`config.mk`:
```
export PLATFORM = sky130hd
export DESIGN_NAME = sra_ctrl
export DESIGN_NICKNAME = d
export VERILOG_FILES = /design/src/rtl/sra_pkg.sv /design/src/rtl/sra_ctrl.sv
export SDC_FILE = /design/constraint.sdc
export NUM_CORES = 1
export LEC_CHECK = 0
export BUFFER_PORTS_ARGS = -buffer_cell sky130_fd_sc_hd__buf_2
export CAP_MARGIN = 20
export CORE_MARGIN = 2
export CORE_UTILIZATION = 30
export DETAILED_ROUTE_END_ITERATION = 10
export HOLD_SLACK_MARGIN = 0.06
export MAX_ROUTING_LAYER = met4
export SETUP_SLACK_MARGIN = 0.2
export SYNTH_ARGS = -nofsm -noshare
export SYNTH_HDL_FRONTEND = slang
export SYNTH_SLANG_ARGS = --single-unit
```
`constraint.sdc`:
```
create_clock -name clk_i -period 3.4 [get_ports clk_i]
set_input_delay 1.02 -clock clk_i [delete_from_list [all_inputs] [get_ports clk_i]]
set_output_delay 1.02 -clock clk_i [all_outputs]
set_load 0.02 [all_outputs]
```
`src/rtl/sra_pkg.sv`:
```
// Shared types and codes for the skyline rectangle allocator.
// Used by the controller, the datapath and the top level; no dependencies.
`default_nettype none
package sra_pkg;

  // result status codes
  localparam logic [1:0] ST_DONE   = 2'd0;
  localparam logic [1:0] ST_NOFIT  = 2'd1;
  localparam logic [1:0] ST_FULL   = 2'd2;
  localparam logic [1:0] ST_SHRINK = 2'd3;

  // datapath micro-operations, one per controller state
  typedef enum logic [4:0] {
    CMD_CLEAR,
    CMD_IDLE,
    CMD_START,
    CMD_GR0,
    CMD_GR1,
    CMD_GR2,
    CMD_GR3,
    CMD_INS0,
    CMD_OUT,
    CMD_INN,
    CMD_ACC,
    CMD_EVAL,
    CMD_FIN,
    CMD_PLK,
    CMD_RLS,
    CMD_ALC0,
    CMD_ALC1,
    CMD_LINK,
    CMD_MA0,
    CMD_MA1,
    CMD_MB,
    CMD_MB1,
    CMD_DONE
  } cmd_e;

  // decision flags from the datapath to the controller
  typedef struct packed {
    logic clr_last;
    logic is_ins;
    logic shrink;
    logic same;
    logic nx_ok;
    logic g_ext;
    logic free_ok;
    logic zero;
    logic out_go;
    logic inn_go;
    logic found;
    logic bp_end;
    logic rls_cond;
    logic first;
    logic it_ok;
    logic ma;
    logic mb;
    logic out_free;
  } sts_t;

endpackage
`default_nettype wire

```
`src/rtl/sra_ctrl.sv`:
```
// Sequencer of the skyline allocator: one-hot state machine issuing datapath commands.
// Depends on sra_pkg.
`default_nettype none
module sra_ctrl (
  input  logic            clk_i,
  input  logic            rst_ni,
  input  logic            in_valid_i,
  output logic            in_ready_o,
  output logic            load_o,
  input  sra_pkg::sts_t   sts_i,
  output sra_pkg::cmd_e   cmd_o
);
  import sra_pkg::*;

  typedef enum logic [22:0] {
    S_CLEAR = 23'd1 << 0,
    S_IDLE  = 23'd1 << 1,
    S_START = 23'd1 << 2,
    S_GR0   = 23'd1 << 3,
    S_GR1   = 23'd1 << 4,
    S_GR2   = 23'd1 << 5,
    S_GR3   = 23'd1 << 6,
    S_INS0  = 23'd1 << 7,
    S_OUT   = 23'd1 << 8,
    S_INN   = 23'd1 << 9,
    S_ACC   = 23'd1 << 10,
    S_EVAL  = 23'd1 << 11,
    S_FIN   = 23'd1 << 12,
    S_PLK   = 23'd1 << 13,
    S_RLS   = 23'd1 << 14,
    S_ALC0  = 23'd1 << 15,
    S_ALC1  = 23'd1 << 16,
    S_LINK  = 23'd1 << 17,
    S_MA0   = 23'd1 << 18,
    S_MA1   = 23'd1 << 19,
    S_MB    = 23'd1 << 20,
    S_MB1   = 23'd1 << 21,
    S_DONE  = 23'd1 << 22
  } state_e;

  state_e state_q, state_d;

  assign in_ready_o = (state_q == S_IDLE);
  assign load_o     = (state_q == S_IDLE) && in_valid_i;

  always_comb begin
    state_d = state_q;
    cmd_o   = CMD_IDLE;
    case (state_q)
      S_CLEAR: begin
        cmd_o = CMD_CLEAR;
        if (sts_i.clr_last) state_d = S_IDLE;
      end
      S_IDLE: begin
        cmd_o = CMD_IDLE;
        if (in_valid_i) state_d = S_START;
      end
      S_START: begin
        cmd_o   = CMD_START;
        state_d = sts_i.is_ins ? S_INS0 : S_GR0;
      end
      S_GR0: begin
        cmd_o   = CMD_GR0;
        state_d = (sts_i.shrink || sts_i.same) ? S_DONE : S_GR1;
      end
      S_GR1: begin
        cmd_o = CMD_GR1;
        if (sts_i.nx_ok) state_d = S_GR1;
        else if (sts_i.g_ext || !sts_i.free_ok) state_d = S_DONE;
        else state_d = S_GR2;
      end
      S_GR2: begin
        cmd_o   = CMD_GR2;
        state_d = S_GR3;
      end
      S_GR3: begin
        cmd_o   = CMD_GR3;
        state_d = S_DONE;
      end
      S_INS0: begin
        cmd_o   = CMD_INS0;
        state_d = sts_i.zero ? S_DONE : S_OUT;
      end
      S_OUT: begin
        cmd_o   = CMD_OUT;
        state_d = sts_i.out_go ? S_INN : S_FIN;
      end
      S_INN: begin
        cmd_o   = CMD_INN;
        state_d = S_ACC;
      end
      S_ACC: begin
        cmd_o   = CMD_ACC;
        state_d = sts_i.inn_go ? S_INN : S_EVAL;
      end
      S_EVAL: begin
        cmd_o   = CMD_EVAL;
        state_d = S_OUT;
      end
      S_FIN: begin
        cmd_o = CMD_FIN;
        if (!sts_i.found) state_d = S_DONE;
        else if (sts_i.bp_end) state_d = S_RLS;
        else state_d = S_PLK;
      end
      S_PLK: begin
        cmd_o   = CMD_PLK;
        state_d = S_RLS;
      end
      S_RLS: begin
        cmd_o = CMD_RLS;
        if (sts_i.rls_cond) state_d = sts_i.nx_ok ? S_RLS : S_ALC0;
        else if (sts_i.first && !sts_i.free_ok) state_d = S_DONE;
        else state_d = S_ALC0;
      end
      S_ALC0: begin
        cmd_o   = CMD_ALC0;
        state_d = S_ALC1;
      end
      S_ALC1: begin
        cmd_o   = CMD_ALC1;
        state_d = S_LINK;
      end
      S_LINK: begin
        cmd_o   = CMD_LINK;
        state_d = sts_i.it_ok ? S_MA0 : S_MB;
      end
      S_MA0: begin
        cmd_o   = CMD_MA0;
        state_d = sts_i.ma ? S_MA1 : S_MB;
      end
      S_MA1: begin
        cmd_o   = CMD_MA1;
        state_d = S_MB;
      end
      S_MB: begin
        cmd_o   = CMD_MB;
        state_d = sts_i.mb ? S_MB1 : S_DONE;
      end
      S_MB1: begin
        cmd_o   = CMD_MB1;
        state_d = S_DONE;
      end
      S_DONE: begin
        cmd_o = CMD_DONE;
        if (sts_i.out_free) state_d = S_IDLE;
      end
      default: begin
        cmd_o   = CMD_IDLE;
        state_d = S_CLEAR;
      end
    endcase
  end

  always_ff @(posedge clk_i or negedge rst_ni) begin
    if (!rst_ni) begin
      state_q <= S_CLEAR;
    end else begin
      state_q <= state_d;
    end
  end

endmodule
`default_nettype wire

```
=== After elaboration in Yosys (flattened, before gate mapping) ===
Index checks and enable logic that the tools add are counted.
W data, S select, Z words.

* Logic and storage cells: 54
* Input port bits: 21
* Register bits: 23
* Output and inout port bits: 7

* Reductions and logical operators: 7
* Equal/unequal tests: 26
* Muxes and demuxes: 20

{| class="wikitable"
|+ Operators with widths
! operator !! count
|-
| $pmux W23 S22 || 1
|-
| $mux W23 || 11
|-
| $pmux W5 S22 || 1
|-
| $mux W21 || 2
|-
| $eq A23 B1 Y1 const B || 1
|-
| $eq A23 B10 Y1 const B || 1
|-
| $eq A23 B11 Y1 const B || 1
|-
| $eq A23 B12 Y1 const B || 1
|-
| $eq A23 B13 Y1 const B || 1
|-
| $eq A23 B14 Y1 const B || 1
|-
| $eq A23 B15 Y1 const B || 1
|-
| $eq A23 B16 Y1 const B || 1
|-
| $eq A23 B17 Y1 const B || 1
|-
| $eq A23 B18 Y1 const B || 1
|-
| $eq A23 B19 Y1 const B || 1
|-
| $eq A23 B2 Y1 const B || 1
|-
| $eq A23 B20 Y1 const B || 1
|-
| $eq A23 B21 Y1 const B || 1
|-
| $eq A23 B22 Y1 const B || 1
|-
| $eq A23 B23 Y1 const B || 1
|-
| $eq A23 B3 Y1 const B || 1
|-
| $eq A23 B4 Y1 const B || 1
|-
| $eq A23 B5 Y1 const B || 1
|-
| $eq A23 B6 Y1 const B || 1
|-
| other kinds (14) || 18
|}

=== Longest topological paths before layout ===
Gate-level depths: netlist of run 1.

* Depth after elaboration: 5
* Depth in mapped cells: 7
* Gate-level depth less buffers: 6

=== Worst setup path before layout of run 1 ===
Ideal clock, no wire load.

* Path type: reg2out
* From: reg state_q[14]
* To: out cmd_o[0]
* Data required time: 2.380 ns
* Slack: 0.285 ns
* Path buffers: 1
* Data arrival time: 2.095 ns
* Cell stages (with the launch flop): 7
* Path through: dfrtp_1 -> buf_6 -> nor4_4 -> nand4_2 -> or2_4 -> or4b_1 -> nand4_1

* Word-level cells in the longest chain between the ends: 2
* Elaborated cells on any way between the ends: 23
* Those cells by class: eq/ne (22); mux (1)

{| class="wikitable"
|+ Ends and longest elaborated chain
! item !! line !! source
|-
| start, declared || sra_ctrl.sv:41 || <nowiki>state_e state_q, state_d;</nowiki>
|-
| start signal, assigned || sra_ctrl.sv:159 || <nowiki>state_q <= state_d;</nowiki>
|-
| $eq A23 B23 Y1 (tied with other cells) || sra_ctrl.sv:49 || <nowiki>case (state_q)</nowiki>
|-
| $pmux W5 S22 (*) || sra_ctrl.sv:49 ||
|-
| end, declared || sra_ctrl.sv:11 || <nowiki>output sra_pkg::cmd_e cmd_o</nowiki>
|}

Every way passes the cells marked *; elsewhere a longest branch is shown, timed or not.

=== Worst setup path in the final report of run 1 ===
* From: reg state_q[5]
* To: out cmd_o[0]

Same word-level chain as after synthesis.

==> metrics, run 1 <==
Syn. warnings=0; die area=6070 µm²; Core Region=5200 µm²; DR pass1 iterations=4; largest family of logic cells by synthesized area=simple AND/OR/NAND/NOR gates; Hold Path Origin=state_q[10]$_DFFE_PN0P_; Synth Area in Compound Gates=0.102; clk buf depth=2; post-layout min period=3370 ps; Post-Synth Adder-Cell Area=0; ANT nets after route=0; PnR worst setup slack=27.5 ps; outcome=finished, final reports clean; area grow syn2layout=40.8%; Die X=77.9 µm; largest net degree at the start of global routing=24; GP Congestion=0.913; post-synthesis area per instance=8.63 µm²; first-pass GRT wire length=7670 µm; Async SR Flop Fraction=1.00; die span in y=77.9 µm; Worst-path clk slew=100 ps; Worst Hold Class=flip-flop to flip-flop; Largest regs=state_q x23; CP endpoint kind=output port; Hold Buf Count CTS=0; Final setup viols=0; Ports=28; final worst path period share=0.992; drt via density=5.45; placed cell area=1930 µm²; TritonCTS clock tree=yes; worst slack, placed=110 ps; DR WL/cell=15.8 µm; EDFF count, synth=0; register area share after synthesis=0.352; Clock Latency Late Sink=280 ps; number of port buffers=27; # clock sinks=23; Initial DRC Count=143; Total Wirelength=4990 µm; most frequent CP cell=buf_4; fraction of layout instances using a drive strength above 1=0.433; Design Power=0.000932 W; Least-Margin Pin Slew=537 ps; CTS Buf Count=3; XOR/XNOR Fraction of Synth Area=0.0374; setup repair after global routing missed its margin=yes; Pwr per Cell Area=404 nW/µm²; Largest register FFs=23; WP data arrival=2350 ps; reg2reg setup slack=1190 ps; mux share of post-synthesis cell area=0; Post-DP HPWL=3450 µm; max cap viols=0; initial antenna violation count=0; largest register by flop count=state_q; worst-path cell chain=nor4_4 -> buf_4 -> buf_4 -> nand3b_1 -> o32ai_4 -> nor4_2 -> nand3_1 -> nand4_1 -> buf_4; slowest CP cell=dfrtp_2; CTS H-tree lvls=1; Initial Util=0.315; max incr delay on CP=440 ps; Post-route DRC=0; cells on worst reg2reg path=8; Vias=1729; Min-Delay Endpoint=state_q[12]$_DFFE_PN0P_; Critical Path RT=2380 ps; Max Freq=0.297 GHz; worst-path fanout max=5; Syn Inst Count=190; Root Buffer=clkbuf_8; Layout Nets=269; cell area after layout=2310 µm²; Rel. slew slack=0.639; top flip-flop cell by instance count after synthesis=dfrtp_1; Synth Area in Simple Gates=0.466; Syn Nets=211; Leakage=1.04 nW; pins over their slew limit=0; worst hold path depth=1; Final Hold Violating Endpoints=0; Reg-to-Reg Start=state_q[10]$_DFFE_PN0P_; CP Launch Type=flip-flop; ANT cells=0; critical path class=flip-flop to output port; Peak VDD IR=183 µV; Yosys reg bits=23; number of global-route vias before repair=1594; Cell Rows=26; reg2reg end=state_q[22]$_DFFE_PN0P_; number of distinct library cells after synthesis=49; Finished Layout Cells=317; Tot GR Track Use=0.167; DP Cell Count=295; Fin Clk Skew=7.52 ps; mapped cell area=1640 µm²; total grt overflow=0
-- power breakdown --
group	switching, W	leakage (nW)	internal [W]
combinational	0.000237	0.713	0.000198
clock	0.000104	0.0217	0.0000834
sequential	0.0000188	0.302	0.000291
total	0.000359	1.04	0.000573
-- cell usage after synthesis (all sizes together), types with 5 or more instances --
cell	number	area [µm²]
nand2	16	60.1
a21oi	9	45.0
o21ai	5	25.0
nor4b	5	43.8
nand4	10	68.8
inv	7	26.3
dfrtp	22	551
nand3b	6	45.0
nor4	13	130
nand3	6	35.0
nor2	22	82.6
nor3	13	75.1
-- worst max-delay path: cells and delay by family, from the launching register on --
kind                   cells  cell delay (ps)
buffers and inverters      3              500
DFF                        1              440
AOI/OAI and AO/OA          1              300
and+or+nand+nor            5              830
-- worst max path at each step --
stage	slack, ps	start	end
2_1_floorplan	290	state_q[14]$_DFFE_PN0P_	cmd_o[0]
3_3_place_gp	140	state_q[8]$_DFFE_PN0P_	cmd_o[0]
3_5_place_dp	110	state_q[8]$_DFFE_PN0P_	cmd_o[0]
4_1_cts	100	state_q[20]$_DFFE_PN0P_	cmd_o[0]
5_1_grt	-80	state_q[5]$_DFFE_PN0P_	cmd_o[0]
6_report	30	state_q[5]$_DFFE_PN0P_	cmd_o[0]
-- placed cells by master (no fill, tap or decap), types with 4 or more instances in the layout --
cell	count
a21oi_1	8
buf_2	23
buf_4	35
dfrtp_1	13
dfrtp_2	9
inv_1	7
nand2_1	14
nand3_1	5
nand3b_1	6
nand4_1	9
nor2_1	17
nor2_2	5
nor3_1	9
nor4_1	4
nor4_4	7
nor4b_1	5
o21ai_0	5
xor2_1	4
-- per-stage QoR --
step / setup TNS [ps] / hold slack, ps / util
floorplan: 0 / 513 / -
global placement: 0 / 523 / 0.371
detailed placement: 0 / 542 / 0.371
CTS: 0 / 604 / 0.422
global route: -81.4 / 583 / 0.444
finish: 0 / 542 / 0.444
-- repair_timing --
action                                  CTS  global route
gates resized for setup                  26            22
cloned                                    0             0
pin swaps                                 8             9
endpoints found under the setup margin    7             7
setup buffers                            15             3
-- final cells by class --
| cell class | instances | area, µm² |
|---|---|---|
| fill | 522 | 2900 |
| multi-input combinational | 153 | 1160 |
| sequential | 23 | 588 |
| timing repair buffer | 60 | 400 |
| tap | 70 | 87.6 |
| clock buffer | 3 | 41.3 |
| inverter | 7 | 26.3 |
| clock inverter | 1 | 7.51 |
-- logic make-up (layout without fill, tap and decap cells) --
| logic type | Yosys count | count (layout) |
|---|---|---|
| buf+inv | 14 | 71 |
| flops | 23 | 23 |
| xor+xnor | 7 | 7 |
| compound gates | 26 | 26 |
| simple gates | 120 | 120 |
-- routing by layer --
metal	routed length, µm	GRT usage	vias up
met5	0	-	-
met4	139	0.0702	0
li1	-	-	831
met2	2420	0.267	58
met1	2210	0.211	826
met3	225	0.0233	14
No activity file was read; power rests on OpenSTA's default activity.
==> inputs of run 2 (changes only) <==
--- a/config.mk
+++ b/config.mk
@@ -7,8 +7,9 @@
 export LEC_CHECK = 0
 export BUFFER_PORTS_ARGS = -buffer_cell sky130_fd_sc_hd__buf_2
 export CAP_MARGIN = 20
+export CORE_ASPECT_RATIO = 1.4
 export CORE_MARGIN = 2
-export CORE_UTILIZATION = 30
+export CORE_UTILIZATION = 33
 export DETAILED_ROUTE_END_ITERATION = 10
 export HOLD_SLACK_MARGIN = 0.06
 export MAX_ROUTING_LAYER = met4
==> run 2 against run 1 <==
Non-clock buffer count shrank 8. Critical path depth is the same. Setup slack lost 2.9 ps. Core utilization grew 1.5 points. Flip-flop and latch count is the same. Via count shrank 3.4%.
==> metrics, run 2 (synthesis gave the netlist of run 1 again) <==
Vias=1670 (-3.4%); Peak VDD IR=217 µV (+19%); Post-route DRC=0 (unchanged); Filler cells=501 (-4.0%); Max Freq=0.296 GHz (about the same); worst-path cell chain=nor4_4 -> buf_4 -> nand4_1 -> buf_6 -> o32ai_4 -> nor4_4 -> nand3_1 -> nand4_1 -> buf_4; max cap viols=0 (unchanged); Least-Margin Pin Slew=534 ps (-3.09 ps); area grow syn2layout=34.4%; Core Region=4800 µm² (-7.7%); pins over their slew limit=0 (unchanged); most frequent cells in the layout=27 x buf_4, 24 x buf_2, 19 x nor2_1; number of global-route vias before repair=1701 (+6.7%); Critical Path RT=2380 ps (about the same); Fin Clk Skew=4.63 ps (-2.89 ps); CTS Buf Count=3 (unchanged); GP Congestion=0.877 (-3.9%); Worst Hold Class=flip-flop to flip-flop; clk buf depth=2 (unchanged); Die X=63.6 µm (-18%); worst-path fanout max=5 (unchanged); max incr delay on CP=450 ps (about the same); Post-DP HPWL=3680 µm (+6.7%); fraction of layout instances using a drive strength above 1=0.377 (-0.0566); most common cell after layout, fill and taps aside=buf_4; Largest register FFs=23 (unchanged); die area=5550 µm² (-8.5%); Tot GR Track Use=0.188 (+0.0214); Hold Buf Count CTS=0 (unchanged); NetSw=0.000346 W (-3.6%); Root Buffer=clkbuf_8; final worst path period share=0.993 (about the same); Finished Layout Cells=303 (-4.4%); ANT nets after route=0 (unchanged); Ports=28 (unchanged); largest register by flop count=state_q; Sw Share=0.375 (-0.00997); Final Hold Violating Endpoints=0 (unchanged); slowest CP cell=dfrtp_2; setup repair after global routing missed its margin=yes; Rel. slew slack=0.641 (+0.00208); clock network power share=0.191 (-0.010); CTS H-tree lvls=1 (unchanged); initial antenna violation count=0 (unchanged); Gate power share=0.475 (+0.009); Initial DRC Count=59 (-59%); Clock Latency Late Sink=270 ps (about the same); total grt overflow=0 (unchanged); Cell Rows=30 (+15%); CP Launch Type=flip-flop; final core occ=0.459 (+0.0151); Leakage=1.01 nW (-2.6%); drt via density=5.51 (+1.1%); Layout Nets=261 (-3.0%); outcome=finished, final reports clean; # clock sinks=23 (unchanged); Initial Util=0.341 (+0.0262); post-layout min period=3380 ps (+2.94 ps); Worst-path clk slew=80 ps (-20 ps); Pwr per Cell Area=419 nW/µm² (+3.7%); DP Cell Count=287 (-2.7%); CP endpoint kind=output port; Largest regs=state_q x23; ANT cells=0 (unchanged); Total Wirelength=4820 µm (-3.4%); WP data arrival=2360 ps (about the same); number of port buffers=27 (unchanged); critical path class=flip-flop to output port; DR WL/cell=15.9 µm (+1.1%); Final setup viols=0 (unchanged); final setup TNS=0 ps (unchanged); TritonCTS clock tree=yes; P_int=0.000576 W (+0.59%); largest net degree at the start of global routing=24 (unchanged); first-pass GRT wire length=7800 µm (+1.7%); sequential power share=0.334 (about the same); die span in y=87.4 µm (+12%); DR pass1 iterations=4 (unchanged)
run 2: power by group through the flow:
stage	clock network [W]	registers, W	logic (W)
global placement	0	0.000312	0.000310
global route	0.000196	0.000309	0.000473
finish	0.000176	0.000308	0.000438
detailed placement	0	0.000312	0.000310
floorplan	0	0.000307	0.000209
CTS	0.000182	0.000307	0.000366
run 2: per-stage QoR:
step	worst slack (ps)	area (µm²)	power, W	hold slack [ps]
6_report	24.6	2200	0.000922	574
5_1_grt	-70.0	2200	0.000978	608
4_1_cts	92.2	2050	0.000855	573
3_5_place_dp	278	1910	0.000622	556
3_3_place_gp	280	1910	0.000623	537
2_1_floorplan	285	1640	0.000515	513
run 2: cell type report:
| cell class | instances | area [µm²] | share of cell area |
|---|---|---|---|
| inverters | 7 | 26.3 | 0.0119 |
| flip-flops and latches | 23 | 584 | 0.265 |
| clock buffers | 4 | 45.0 | 0.0204 |
| multi-input cells | 153 | 1130 | 0.514 |
| repair buffers | 52 | 334 | 0.152 |
| well taps | 64 | 80.1 | 0.0363 |
run 2: path summary, 6_finish.rpt:
kind                                    startpoint                       to  slack [ps]  depth (start not counted)
min                        state_q[10]$_DFFE_PN0P_  state_q[12]$_DFFE_PN0P_         570                          1
max in group asynchronous                   rst_ni   state_q[8]$_DFFE_PN0P_        2300                          1
min in group asynchronous                   rst_ni   state_q[5]$_DFFE_PN0P_         710                          1
max                         state_q[4]$_DFFE_PN0P_                 cmd_o[0]          20                          9
min reg2reg                state_q[10]$_DFFE_PN0P_  state_q[12]$_DFFE_PN0P_         570                          1
max reg2reg                 state_q[4]$_DFFE_PN0P_   state_q[1]$_DFFE_PN0P_        1040                          7
run 2: what timing repair did:
item	4_1_cts	5_1_grt
endpoints found under the setup margin	3	7
setup buffers	6	6
resized for setup	16	20
pin swaps	7	10
endpoints found under the hold margin	0	0
run 2: critical path: cells and delay by family, from the launching register on:
kind | cells | cell delay [ps]
DFF | 1 | 450
and+or+nand+nor | 5 | 910
buffers and inverters | 3 | 590
AOI/OAI and AO/OA | 1 | 130
run 2: routing by layer:
metal  wire, µm  track usage  up-vias  part of all wire
met4        313        0.150        0             0.065
met5          0            -        -                 0
li1           -            -      814                 -
met3        160       0.0259       21             0.033
met2       2340        0.315       47              0.49
met1       2010        0.198      788              0.42
